`src/assert_macros.svh`:
```
// ----------------------------------------------------------------------------
// Assertion macros
// Shared concurrent assertion forms for the integer-to-text converter.
// ----------------------------------------------------------------------------
`ifndef ASSERT_MACROS_SVH
`define ASSERT_MACROS_SVH

// Property that must hold at every rising edge outside of reset.
`define ASSERT_CLK(lbl, clk, rst, prop, msg) \
   lbl: assert property (@(posedge clk) disable iff (rst) (prop)) else $error(msg);

// Condition that must never be true outside of reset.
`define ASSERT_NEVER(lbl, clk, rst, cond, msg) \
   lbl: assert property (@(posedge clk) disable iff (rst) !(cond)) else $error(msg);

`endif

```
`src/itr_pkg.sv`:
```
// ----------------------------------------------------------------------------
// itr_pkg
// Types, constants and helper functions shared by the converter modules.
// ----------------------------------------------------------------------------
`timescale 1ns / 1ps

package itr_pkg;

   // Radix register limits and reset value.
   localparam logic [5:0] RADIX_MIN   = 6'd2;
   localparam logic [5:0] RADIX_MAX   = 6'd36;
   localparam logic [5:0] RADIX_RESET = 6'd10;

   // Character codes.
   localparam logic [7:0] CHAR_ZERO  = 8'h30;
   localparam logic [7:0] CHAR_UPPER = 8'h41;
   localparam logic [7:0] CHAR_MINUS = 8'h2D;

   // Largest number of digits (base two, magnitude two to the 31st).
   localparam int         DIGIT_CAP  = 32;
   localparam logic [5:0] DIGIT_MAX  = 6'd32;

   // Depth of the queue between the front and the back.
   localparam logic [1:0] QUEUE_DEPTH = 2'd2;

   // One classified transaction waiting for conversion.
   typedef struct packed {
      logic        negative;
      logic [31:0] magnitude;
      logic [5:0]  base;
   } item_type;

   // Queue status seen by the front and the back.
   typedef struct packed {
      logic full;
      logic empty;
   } queue_status_type;

   // Clamp the programmed radix into the supported range.
   function automatic logic [5:0] clamp_radix(input logic [5:0] r);
      if (r < RADIX_MIN) begin
         return RADIX_MIN;
      end
      if (r > RADIX_MAX) begin
         return RADIX_MAX;
      end
      return r;
   endfunction

   // Map a digit value 0..35 to its character.
   function automatic logic [7:0] digit_char(input logic [5:0] d);
      if (d > 6'd9) begin
         return CHAR_UPPER + {2'b00, d} - 8'd10;
      end
      return CHAR_ZERO + {2'b00, d};
   endfunction

endpackage

```
`src/itr_front.sv`:
```
// ----------------------------------------------------------------------------
// itr_front
// Holds the radix register, accepts transactions and splits each number
// into sign and magnitude before it enters the queue.
// ----------------------------------------------------------------------------
`timescale 1ns / 1ps

module itr_front (
   input  logic                     clock,
   input  logic                     reset,
   input  logic                     start,
   input  logic [31:0]              req_number,
   input  logic                     csr_valid,
   input  logic [5:0]               csr_data,
   input  itr_pkg::queue_status_type q_status,
   output logic                     push,
   output itr_pkg::item_type        item
);

   logic [5:0] radix_ff;
   logic [5:0] radix_in;

   // Radix register write.
   always_comb begin
      radix_in = radix_ff;
      if (csr_valid) begin
         radix_in = csr_data;
      end
   end

   always_ff @(posedge clock) begin
      if (reset) begin
         radix_ff <= itr_pkg::RADIX_RESET;
      end else begin
         radix_ff <= radix_in;
      end
   end

   // Accept whenever the queue has room; negation also covers the most
   // negative value, whose magnitude wraps to two to the 31st.
   assign push = start && !q_status.full;

   always_comb begin
      item.negative  = req_number[31];
      item.magnitude = req_number[31] ? (32'd0 - req_number) : req_number;
      item.base      = itr_pkg::clamp_radix(radix_ff);
   end

endmodule

```
`src/itr_queue.sv`:
```
// ----------------------------------------------------------------------------
// itr_queue
// Two-entry queue that decouples transaction acceptance from conversion.
// ----------------------------------------------------------------------------
`timescale 1ns / 1ps
`include "assert_macros.svh"

module itr_queue (
   input  logic                      clock,
   input  logic                      reset,
   input  logic                      push,
   input  itr_pkg::item_type         din,
   input  logic                      pop,
   output itr_pkg::item_type         dout,
   output itr_pkg::queue_status_type status
);

   itr_pkg::item_type mem_ff [2];
   logic              wr_ptr_ff;
   logic              wr_ptr_in;
   logic              rd_ptr_ff;
   logic              rd_ptr_in;
   logic [1:0]        count_ff;
   logic [1:0]        count_in;

   // Pointer and fill count update.
   always_comb begin
      wr_ptr_in = wr_ptr_ff;
      rd_ptr_in = rd_ptr_ff;
      count_in  = count_ff;
      if (push) begin
         wr_ptr_in = !wr_ptr_ff;
      end
      if (pop) begin
         rd_ptr_in = !rd_ptr_ff;
      end
      if (push && !pop) begin
         count_in = count_ff + 2'd1;
      end else if (pop && !push) begin
         count_in = count_ff - 2'd1;
      end
   end

   always_ff @(posedge clock) begin
      if (reset) begin
         wr_ptr_ff <= 1'b0;
         rd_ptr_ff <= 1'b0;
         count_ff  <= 2'd0;
      end else begin
         wr_ptr_ff <= wr_ptr_in;
         rd_ptr_ff <= rd_ptr_in;
         count_ff  <= count_in;
      end
   end

   // Entry storage.
   always_ff @(posedge clock) begin
      if (push) begin
         mem_ff[wr_ptr_ff] <= din;
      end
   end

   assign dout         = mem_ff[rd_ptr_ff];
   assign status.full  = (count_ff == itr_pkg::QUEUE_DEPTH);
   assign status.empty = (count_ff == 2'd0);

   `ASSERT_CLK(a_count_bound, clock, reset, count_ff <= itr_pkg::QUEUE_DEPTH,
      "queue fill count beyond depth")

endmodule

```
`src/itr_back.sv`:
```
// ----------------------------------------------------------------------------
// itr_back
// Extracts digits by repeated division by the radix, eight quotient bits per
// cycle, keeps them on a digit stack and emits the characters in order.
// ----------------------------------------------------------------------------
`timescale 1ns / 1ps
`include "assert_macros.svh"

module itr_back (
   input  logic                      clock,
   input  logic                      reset,
   input  itr_pkg::item_type         item,
   input  itr_pkg::queue_status_type q_status,
   output logic                      pop,
   output logic                      rsp_strobe,
   output logic [7:0]                rsp_ascii_code,
   output logic                      rsp_last_char
);

   localparam logic [1:0] ST_IDLE = 2'd0;
   localparam logic [1:0] ST_DIV  = 2'd1;
   localparam logic [1:0] ST_SIGN = 2'd2;
   localparam logic [1:0] ST_EMIT = 2'd3;

   logic [1:0]  state_ff;
   logic [1:0]  state_in;
   logic [31:0] num_ff;
   logic [31:0] num_in;
   logic [5:0]  rem_ff;
   logic [5:0]  rem_in;
   logic [1:0]  step_ff;
   logic [1:0]  step_in;
   logic        neg_ff;
   logic        neg_in;
   logic [5:0]  base_ff;
   logic [5:0]  base_in;
   logic [5:0]  ndig_ff;
   logic [5:0]  ndig_in;
   logic [5:0]  digit_ff [itr_pkg::DIGIT_CAP];
   logic        digit_we;
   logic        rsp_valid_ff;
   logic        rsp_valid_in;
   logic [7:0]  rsp_code_ff;
   logic [7:0]  rsp_code_in;
   logic        rsp_last_ff;
   logic        rsp_last_in;

   logic [31:0] div_num;
   logic [5:0]  div_rem;
   logic [5:0]  ndig_dec;
   logic [5:0]  top_digit;

   // Eight restoring division steps on the narrow remainder.
   always_comb begin
      logic [6:0] part;
      logic [6:0] diff;
      logic [5:0] r;
      logic [31:0] n;
      r = rem_ff;
      n = num_ff;
      for (int i = 0; i < 8; i++) begin
         part = {r, n[31]};
         diff = part - {1'b0, base_ff};
         n    = {n[30:0], 1'b0};
         if (part >= {1'b0, base_ff}) begin
            r    = diff[5:0];
            n[0] = 1'b1;
         end else begin
            r = part[5:0];
         end
      end
      div_num = n;
      div_rem = r;
   end

   // Digit stack read for the character to emit next.
   assign ndig_dec  = ndig_ff - 6'd1;
   assign top_digit = digit_ff[ndig_dec[4:0]];

   assign pop = (state_ff == ST_IDLE) && !q_status.empty;

   // Sequencer.
   always_comb begin
      state_in     = state_ff;
      num_in       = num_ff;
      rem_in       = rem_ff;
      step_in      = step_ff;
      neg_in       = neg_ff;
      base_in      = base_ff;
      ndig_in      = ndig_ff;
      digit_we     = 1'b0;
      rsp_valid_in = 1'b0;
      rsp_code_in  = rsp_code_ff;
      rsp_last_in  = rsp_last_ff;
      case (state_ff)
         ST_IDLE: begin
            if (pop) begin
               num_in   = item.magnitude;
               neg_in   = item.negative;
               base_in  = item.base;
               rem_in   = 6'd0;
               step_in  = 2'd0;
               ndig_in  = 6'd0;
               state_in = ST_DIV;
            end
         end
         ST_DIV: begin
            num_in  = div_num;
            rem_in  = div_rem;
            step_in = step_ff + 2'd1;
            if (step_ff == 2'd3) begin
               // A full quotient is ready: push the remainder as a digit.
               digit_we = 1'b1;
               ndig_in  = ndig_ff + 6'd1;
               rem_in   = 6'd0;
               if (div_num == 32'd0) begin
                  state_in = neg_ff ? ST_SIGN : ST_EMIT;
               end
            end
         end
         ST_SIGN: begin
            rsp_valid_in = 1'b1;
            rsp_code_in  = itr_pkg::CHAR_MINUS;
            rsp_last_in  = 1'b0;
            state_in     = ST_EMIT;
         end
         ST_EMIT: begin
            rsp_valid_in = 1'b1;
            rsp_code_in  = itr_pkg::digit_char(top_digit);
            rsp_last_in  = (ndig_ff == 6'd1);
            ndig_in      = ndig_dec;
            if (ndig_ff == 6'd1) begin
               state_in = ST_IDLE;
            end
         end
         default: begin
            state_in = ST_IDLE;
         end
      endcase
   end

   // Control registers.
   always_ff @(posedge clock) begin
      if (reset) begin
         state_ff     <= ST_IDLE;
         rsp_valid_ff <= 1'b0;
         ndig_ff      <= 6'd0;
         step_ff      <= 2'd0;
      end else begin
         state_ff     <= state_in;
         rsp_valid_ff <= rsp_valid_in;
         ndig_ff      <= ndig_in;
         step_ff      <= step_in;
      end
   end

   // Datapath registers.
   always_ff @(posedge clock) begin
      num_ff      <= num_in;
      rem_ff      <= rem_in;
      neg_ff      <= neg_in;
      base_ff     <= base_in;
      rsp_code_ff <= rsp_code_in;
      rsp_last_ff <= rsp_last_in;
      if (digit_we) begin
         digit_ff[ndig_ff[4:0]] <= div_rem;
      end
   end

   assign rsp_strobe     = rsp_valid_ff;
   assign rsp_ascii_code = rsp_code_ff;
   assign rsp_last_char  = rsp_last_ff;

   `ASSERT_CLK(a_ndig_bound, clock, reset, ndig_ff <= itr_pkg::DIGIT_MAX,
      "digit stack overflow")
   `ASSERT_CLK(a_rem_below_base, clock, reset, (state_ff == ST_DIV) |-> (rem_ff < base_ff),
      "partial remainder not below radix")
   `ASSERT_NEVER(a_emit_empty, clock, reset, (state_ff == ST_EMIT) && (ndig_ff == 6'd0),
      "emit with empty digit stack")
   `ASSERT_CLK(a_last_ends_run, clock, reset,
      (rsp_valid_ff && rsp_last_ff) |-> (state_ff == ST_IDLE),
      "last character emitted while conversion continues")

endmodule

```
`src/integer_to_ascii_radix.sv`:
```
// ----------------------------------------------------------------------------
// integer_to_ascii_radix
// Converts signed 32-bit integers to ASCII text in a programmable base.
// ----------------------------------------------------------------------------
//
//  Channel   Ports                                    Handshake
//  request   start, busy, req_number                  start && !busy
//  response  rsp_strobe, rsp_ascii_code, rsp_last_char one-cycle strobe
//  config    csr_valid, csr_ready, csr_data           csr_valid && csr_ready
//
//  Each digit is the remainder of a full division by the shared divider
//  (eight quotient bits a cycle); the characters are then shown, a minus sign
//  first, then the digits from the most significant, at most 32 (base two).
//  Two transactions can wait in the queue; busy is high while it is full.
//  Reset restores radix 10 and empties the queue; csr_ready is always high.
//  The receiver cannot stall: each character is shown for one cycle only.
// ----------------------------------------------------------------------------
`timescale 1ns / 1ps

module integer_to_ascii_radix (
   input  logic        clock,
   input  logic        reset,
   input  logic        start,
   output logic        busy,
   input  logic [31:0] req_number,
   output logic        rsp_strobe,
   output logic [7:0]  rsp_ascii_code,
   output logic        rsp_last_char,
   input  logic        csr_valid,
   output logic        csr_ready,
   input  logic [5:0]  csr_data
);

   itr_pkg::queue_status_type q_status;
   itr_pkg::item_type         front_item;
   itr_pkg::item_type         back_item;
   logic                      push;
   logic                      pop;

   // Front: radix register and classification.
   itr_front u_front (
      .clock      (clock),
      .reset      (reset),
      .start      (start),
      .req_number (req_number),
      .csr_valid  (csr_valid),
      .csr_data   (csr_data),
      .q_status   (q_status),
      .push       (push),
      .item       (front_item)
   );

   // Queue between front and back.
   itr_queue u_queue (
      .clock  (clock),
      .reset  (reset),
      .push   (push),
      .din    (front_item),
      .pop    (pop),
      .dout   (back_item),
      .status (q_status)
   );

   // Back: digit extraction and character output.
   itr_back u_back (
      .clock          (clock),
      .reset          (reset),
      .item           (back_item),
      .q_status       (q_status),
      .pop            (pop),
      .rsp_strobe     (rsp_strobe),
      .rsp_ascii_code (rsp_ascii_code),
      .rsp_last_char  (rsp_last_char)
   );

   assign busy      = q_status.full;
   assign csr_ready = 1'b1;

endmodule

```
`config.mk`:
```
export PLATFORM = sky130hd
export DESIGN_NAME = integer_to_ascii_radix
export DESIGN_NICKNAME = d
export VERILOG_FILES = /design/src/itr_pkg.sv /design/src/itr_front.sv /design/src/itr_queue.sv /design/src/itr_back.sv /design/src/integer_to_ascii_radix.sv
export VERILOG_INCLUDE_DIRS = /design/src /design/src/src
export SDC_FILE = /design/constraint.sdc
export NUM_CORES = 1
export LEC_CHECK = 0
export BUFFER_PORTS_ARGS = -buffer_cell sky130_fd_sc_hd__buf_4
export CAP_MARGIN = 10
export CORE_ASPECT_RATIO = 0.7
export CORE_MARGIN = 2
export CORE_UTILIZATION = 60
export DETAILED_ROUTE_END_ITERATION = 12
export PLACE_DENSITY_LB_ADDON = 0.08
export SLEW_MARGIN = 20
export SYNTH_ARGS = -nofsm -noshare
export SYNTH_HDL_FRONTEND = slang
export SYNTH_HIERARCHICAL = 1
export SYNTH_SLANG_ARGS = --single-unit
```
`constraint.sdc`:
```
create_clock -name clock -period 32.9 [get_ports clock]
set_clock_uncertainty 0.15 [all_clocks]
set_input_delay 3.29 -clock clock [delete_from_list [all_inputs] [get_ports clock]]
set_output_delay 3.29 -clock clock [all_outputs]
set_load 0.05 [all_outputs]
```
==> results of run 1 <==
==> cell type report <==
type	instances	area [um^2]
Inverter	52	195
Clock inverter	15	143
Tap cell	378	473
Timing Repair Buffer	63	473
Fill cell	2033	9440
Sequential cell	345	10100
Clock buffer	47	951
Multi-Input combinational cell	747	6810
==> through the flow <==
stage	utilization	cells	hold WS [ps]	setup WS, ps	area (um^2)
6_report	0.670	1647	349	12780	19200
5_1_grt	0.670	1647	384	11540	19200
4_1_cts	0.670	1647	348	13210	19200
3_5_place_dp	0.632	1585	333	13260	18100
3_3_place_gp	0.632	1585	325	14070	18100
2_1_floorplan	-	1187	308	15640	17300
==> state kept, by name, summed over array words and instances (netlist names), 6 cells and up, named ones only <==
register	count
u_queue/mem_ff	78
u_back/ndig_ff	6
u_back/digit_ff	192
u_back/rsp_ascii_code	7
u_back/rem_ff	6
u_back/num_ff	32
u_back/base_ff	6
u_front/radix_ff	6
==> layer usage <==
metal,GRT usage,share of wire
met1,0.439,0.50
met2,0.324,0.39
met3,0.0714,0.095
met4,0.0536,0.012
met5,0,0
==> worst paths after layout <==
| check | endpoint | slack (ps) | cells after the start |
|---|---|---|---|
| setup / recovery | u_back/digit_ff[6][1] | 12780 | 69 |
| hold / removal | u_back/step_ff[1] | 350 | 2 |
| setup reg to reg | u_back/digit_ff[6][1] | 12780 | 69 |
| hold reg to reg | u_back/step_ff[1] | 350 | 2 |
==> placed cells by master, fill, tap and decap left out, drive strengths merged, types with 46 or more instances in the layout <==
cell type / instances
ha: 64
mux2: 82
clkbuf: 47
edfxtp: 323
mux4: 60
xnor2: 52
inv: 55
nand2: 46
buf: 63
nor2: 79
==> worst register-to-register path, delay by kind of cell, from the launching register on <==
| kind | cells | cell delay (ps) |
|---|---|---|
| DFF | 1 | 640 |
| and+or+nand+nor | 16 | 3560 |
| adders and majority gates | 8 | 2490 |
| AOI/OAI and AO/OA | 36 | 9610 |
| muxes | 6 | 2760 |
| buffers and inverters | 3 | 560 |
==> logic make-up after synthesis <==
family | share of synthesized area
AOI/OAI and AO/OA | 0.0799
xor gates and xnor gates | 0.0329
adders and majority gates | 0.0560
buffers and inverters | 0.0239
DFF | 0.585
muxes | 0.143
other | 0.000434
and+or+nand+nor | 0.0781
==> impl_metrics.ini, run 1 <==
[sta]
slew_viol_final = 0
tns_ps = 0
hold_viol = 0
max_freq_ghz = 0.0497
rsz0062_at_grt = false
tightest_slew_ps = 1060
slew_headroom = 0.292
period_needed_ps = 20120
post-route-period-util = 0.611
setup_violations = 0

[setup_path]
slowest_delay_ps = 880
worstReg2RegStart = u_back/base_ff[1]
slowest_stage = mux2_1
cp_max_fo = 32
worstSetupStartpointType = flip-flop
path_buf_inv = 3
critical_path.top_delay_family = compound AO/OA/AOI/OAI gates
worstSetupPathType = flip-flop to flip-flop
cp-startpoint = u_back/base_ff[1]
cp_common_cell = a21o_1
end_kind = flip-flop
worst_ep_arrival_time_ps = 20150
worstPathRequired_ps = 32930

[grt]
antenna_found_initial = 0
grt_use_total = 0.258
grt_pass1_vias = 9870
grt_pass1_wl_mm = 59.1
grt_max_degree = 52
grt_remaining_overflow = 0

[worst_hold_path]
hold_path.startpoint = u_back/step_ff[1]
hold_path_class = flip-flop to flip-flop

[floorplan]
ios = 54
die-height_um = 146
row_count = 52
die_area_um2 = 30300
core_um2 = 28600
die_w_um = 207
start_util = 0.605

[placement]
hpwlAfterDp_mm = 26.6
io_buffers = 51
gp_congestion = 0.920

[final_layout]
drive_gt1_frac = 0.232
syn_to_final_growth_pct = 10.8
num-nets-final = 1358
antennaDiodeCount = 0

[clock_tree]
clkTransAtPathRegs_ps = 60
cts_tree = yes
numClockSinks = 345
hold_buffers = 0
ctsResizeCount = 0
clockRootBuffer = clkbuf_16
clockBufferDepth = 3
postCtsSetupBuffers = 0
cts-buffers-inserted = 35
clk-insertion-delay-late_ps = 540
h-tree-depth = 2

[synthesis]
yosysTopAreaCell = edfxtp_1
netlist_top_cells_area = edfxtp_1, mux4_2, mux2_2
synth_top_area_frac = 0.560
syn_inst = 1187
synth_ff_type = edfxtp_1
postSynth.asyncResetShare = 0
yosys-top-cells-count = edfxtp_1, mux2_2, nor2_1
yosys_warnings = 6
synth.net_count = 1301
yosysSeqAreaShare = 0.585
synth_edf_count = 323
syn_area_um2 = 17300
synth_most_common_cell = edfxtp_1
ys_ff_latch = 345
ys_types = 84
synth_area_per_cell_um2 = 14.6

[route]
dr.pass1.iters = 4
drc = 0
ant_nets = 0
vias = 10300
drt_iter0_markers = 1324
totalWireLength_mm = 38.5
routedWlPerCell_um = 23.4
viasPerCell = 6.26

[run]
cap_viol_max_count = 0

[status]
status = finished clean
Power of run 1 is not shown: default switching activity piles up to over one toggle a cycle in this logic, so the estimate is an artifact.
==> run 2: changes to the inputs <==
==> constraint.sdc (replaced) <==
create_clock -name clock -period 20 [get_ports clock]
set_clock_uncertainty 0.15 [all_clocks]
set_input_delay 2 -clock clock [delete_from_list [all_inputs] [get_ports clock]]
set_output_delay 2 -clock clock [all_outputs]
set_load 0.05 [all_outputs]
==> run 2 against run 1 <==
Net effect:
- non-clock buffer count is 11 higher
- die area is the same
- cell count rose by 0.67%
- critical path type unchanged
==> impl_metrics.ini, run 2 (synthesis results as in run 1) <==
[status]
status = finished clean

[setup_path]
worstReg2RegStart = u_back/base_ff[4]
cp_common_cell = a21o_1
end_kind = flip-flop
reg2reg_to = u_back/digit_ff[13][4]
worstSetupPathType = flip-flop to flip-flop
cp_max_fo = 32
slowest_stage = mux2_2
cp-startpoint = u_back/base_ff[4]
worstPathRequired_ps = 20030
r2r_slack_ps = 1270
slowest_delay_ps = 600
worst_ep_arrival_time_ps = 18760
worstSetupStartpointType = flip-flop
ff2ff_path_depth = 70

[route]
totalWireLength_mm = 39.1
ant_nets = 0
drc = 0
vias = 10400
routedWlPerCell_um = 23.6
viasPerCell = 6.29
dr.pass1.iters = 5
drt_iter0_markers = 1188

[floorplan]
core_um2 = 28600
ios = 54
die_w_um = 207
die_area_um2 = 30300
start_util = 0.605
die-height_um = 146
row_count = 52

[sta]
max_freq_ghz = 0.0534
rsz0062_at_grt = false
hold_viol = 0
post-route-period-util = 0.937
tightest_slew_ps = 1070
period_needed_ps = 18730
worst_slack_ps = 1270
slew_viol_final = 0
tns_ps = 0
slew_headroom = 0.283
setup_violations = 0

[clock_tree]
clockRootBuffer = clkbuf_16
clockBufferDepth = 3
cts_tree = yes
clk-insertion-delay-late_ps = 530
clkTransAtPathRegs_ps = 60
numClockSinks = 345
cts-buffers-inserted = 34
hold_buffers = 0
h-tree-depth = 2

[final_layout]
largest_register_ffs = 192
drive_gt1_frac = 0.249
layout.cells.non_filler = 1658
syn_to_final_growth_pct = 12.2
antennaDiodeCount = 0
num-nets-final = 1368
final_cell_mix = edfxtp_1, mux2_2, nor2_1
layout_commonest_cell = edfxtp_1

[placement]
gp_congestion = 0.917
place_ws_ps = 349
dp.cells = 1588
io_buffers = 51
hpwlAfterDp_mm = 27.1

[grt]
grt_pass1_vias = 9994
grt_remaining_overflow = 0
grt_use_total = 0.261
antenna_found_initial = 1
grt_pass1_wl_mm = 59.8
grt_max_degree = 52

[run]
cap_viol_max_count = 0

[worst_hold_path]
holdPathStages = 2
hold_end = u_back/step_ff[1]
hold_path_class = flip-flop to flip-flop
hold_path.startpoint = u_back/step_ff[1]
run 2: changes by cell type in the layout (fill, tap and decap cells not counted), sizes merged:
cell / previous run / this run
clkinv: 10 / 7
bufinv: 1 / 7
inv: 55 / 54
buf: 63 / 74
clkbuf: 47 / 44
clkinvlp: 1 / 2
run 2: worst max-delay path: cells and delay by family, from the launching register on:
family | cells | cell delay, ps
adders and majority gates | 8 | 2470
and+or+nand+nor | 15 | 3170
AOI/OAI and AO/OA | 37 | 9360
buffers and inverters | 4 | 420
muxes | 6 | 2410
DFF | 1 | 370
run 2: cell type report:
type	instances	area, um^2
well taps	378	473
repair buffers	74	556
fillers	2041	9190
inverters	52	199
flip-flops and latches	345	10100
multi-input cells	747	6840
clock buffers	44	940
clock inverters	18	292
run 2: worst max-delay path by stage:
stage / to / slack [ps] / depth (start not counted)
after floorplan: u_back/digit_ff[0][0] / 2740 / 71
after global placement: u_back/digit_ff[17][4] / 1060 / 70
after detailed placement: u_back/digit_ff[21][1] / 350 / 69
after CTS: u_back/digit_ff[6][1] / 280 / 69
after global routing: u_back/digit_ff[6][1] / 40 / 70
final: u_back/digit_ff[13][4] / 1270 / 70
run 2: metal layers:
metal / share of wire / routed length (um) / global-route usage
met4: 0.013 / 514 / 0.0543
met1: 0.49 / 19300 / 0.441
met5: 0 / 0 / 0
met2: 0.40 / 15600 / 0.339
met3: 0.096 / 3760 / 0.0630
run 2: what timing repair did:
item | CTS | global route
endpoints found under the hold margin | 0 | 0
gates resized for setup | 0 | 8
endpoints found under the setup margin | 0 | 201
setup buffers | 0 | 8
run 2: per-stage QoR:
step                      cell area, um^2  utilization  hold WS (ps)
after floorplan                     17300            -           308
after global placement              18100        0.633           325
after detailed placement            18100        0.633           337
after CTS                           19400        0.676           354
after global routing                19400        0.679           390
final                               19400        0.679           353
Power of run 2 is left out for the same reason.
==> run 3: changes to the inputs <==
==> constraint.sdc (replaced) <==
create_clock -name clock -period 24.2 [get_ports clock]
set_clock_uncertainty 0.15 [all_clocks]
set_input_delay 2.42 -clock clock [delete_from_list [all_inputs] [get_ports clock]]
set_output_delay 2.42 -clock clock [all_outputs]
set_load 0.05 [all_outputs]
==> run 3 against run 2 <==
Net effect:
- non-clock buffer count fell by 11
- sequential share of layout area rose by 0.77 points
- core utilization fell by 0.98 points
- worst hold slack got worse by 7.7 ps
- setup slack improved by 3000 ps
- clock-buffer cell count rose by 2
- first-iteration DRC count rose by 13%
- die area did not move
- global-route usage fell by 0.26 points
- via count fell by 0.79%
- register-to-register slack improved by 3000 ps
- largest cell class unchanged
==> impl_metrics.ini, run 3 (synthesis results as in run 1) <==
[final_layout]
layout_commonest_cell = edfxtp_1
num-nets-final = 1357
syn_to_final_growth_pct = 10.6
largest_register_ffs = 192
antennaDiodeCount = 0
final.fill_count = 2007
final_cell_mix = edfxtp_1, mux2_2, nor2_1
drive_gt1_frac = 0.236

[route]
ant_nets = 0
totalWireLength_mm = 38.5
drc = 0
drt_iter0_markers = 1344
routedWlPerCell_um = 23.4
dr.pass1.iters = 5
viasPerCell = 6.29
vias = 10400

[setup_path]
cp_common_cell = a21o_1
slowest_stage = mux2_1
critical_path.top_delay_family = compound AO/OA/AOI/OAI gates
end_kind = flip-flop
worstSetupStartpointType = flip-flop
worstSetupPathType = flip-flop to flip-flop
slowest_delay_ps = 860
worstPathRequired_ps = 24220
worst_ep_arrival_time_ps = 19960
cp_max_fo = 32
path_buf_inv = 3

[sta]
hold_viol = 0
max_freq_ghz = 0.0502
rsz0062_at_grt = false
setup_violations = 0
tns_ps = 0
tightest_slew_ps = 1030
period_needed_ps = 19930
slew_viol_final = 0
slew_headroom = 0.314
post-route-period-util = 0.824

[clock_tree]
ctsResizeCount = 0
clockRootBuffer = clkbuf_16
clkTransAtPathRegs_ps = 60
h-tree-depth = 2
cts_tree = yes
clockBufferDepth = 3
numClockSinks = 345
postCtsSetupBuffers = 0
cts-buffers-inserted = 34
hold_buffers = 0
clk-insertion-delay-late_ps = 530

[worst_hold_path]
hold_path_class = flip-flop to flip-flop

[grt]
grt_use_total = 0.259
grt_pass1_vias = 9916
grt_pass1_wl_mm = 59.4
grt_remaining_overflow = 0
antenna_found_initial = 0
grt_max_degree = 52

[status]
status = finished clean

[floorplan]
row_count = 52
start_util = 0.605
die-height_um = 146
ios = 54
die_w_um = 207
core_um2 = 28600
die_area_um2 = 30300

[placement]
hpwlAfterDp_mm = 26.8
gp_congestion = 0.920
io_buffers = 51

[run]
cap_viol_max_count = 0
[run 3: path summary, 6_finish.rpt]
| path | from | slack (ps) | end | cells after the start |
|---|---|---|---|---|
| max | u_back/base_ff[1] | 4270 | u_back/digit_ff[6][1] | 69 |
| min | u_back/step_ff[1] | 350 | u_back/step_ff[1] | 2 |
| max reg2reg | u_back/base_ff[1] | 4270 | u_back/digit_ff[6][1] | 69 |
| min reg2reg | u_back/step_ff[1] | 350 | u_back/step_ff[1] | 2 |
[run 3: area by class of cell]
cell class              instances  area [um^2]  share of cell area
flip-flops and latches        345        10100               0.530
multi-input cells             747         6810               0.356
clock buffers                  46          926              0.0483
repair buffers                 63          473              0.0247
well taps                     378          473              0.0247
inverters                      52          195              0.0102
clock inverters                16          133             0.00692
[run 3: worst register-to-register path, delay by kind of cell, from the launching register on]
| family | cells | cell delay [ps] |
|---|---|---|
| AO/OA/AOI/OAI | 36 | 9510 |
| AND/OR/NAND/NOR | 16 | 3530 |
| multiplexers | 6 | 2690 |
| adder cells (fa/ha/maj) | 8 | 2480 |
| flip-flops | 1 | 640 |
| buffers and inverters | 3 | 560 |
[run 3: metrics by stage]
| stage | utilization | hold slack (ps) | instance area [um^2] | std cells | setup slack [ps] |
|---|---|---|---|---|---|
| 2_1_floorplan | - | 308 | 17300 | 1187 | 6940 |
| 3_3_place_gp | 0.632 | 325 | 18100 | 1585 | 5370 |
| 3_5_place_dp | 0.632 | 332 | 18100 | 1585 | 4560 |
| 4_1_cts | 0.669 | 346 | 19200 | 1647 | 4550 |
| 5_1_grt | 0.669 | 395 | 19200 | 1647 | 2830 |
| 6_report | 0.669 | 345 | 19200 | 1647 | 4270 |
[run 3: per-layer routing]
| metal | wire length, um | up-vias | track usage | part of all wire |
|---|---|---|---|---|
| li1 | - | 4726 | - | - |
| met1 | 19500 | 5184 | 0.440 | 0.51 |
| met2 | 15200 | 397 | 0.333 | 0.39 |
| met3 | 3340 | 46 | 0.0604 | 0.087 |
| met4 | 520 | 0 | 0.0550 | 0.014 |
| met5 | 0 | - | 0 | 0 |
Power of run 3 is left out for the same reason.
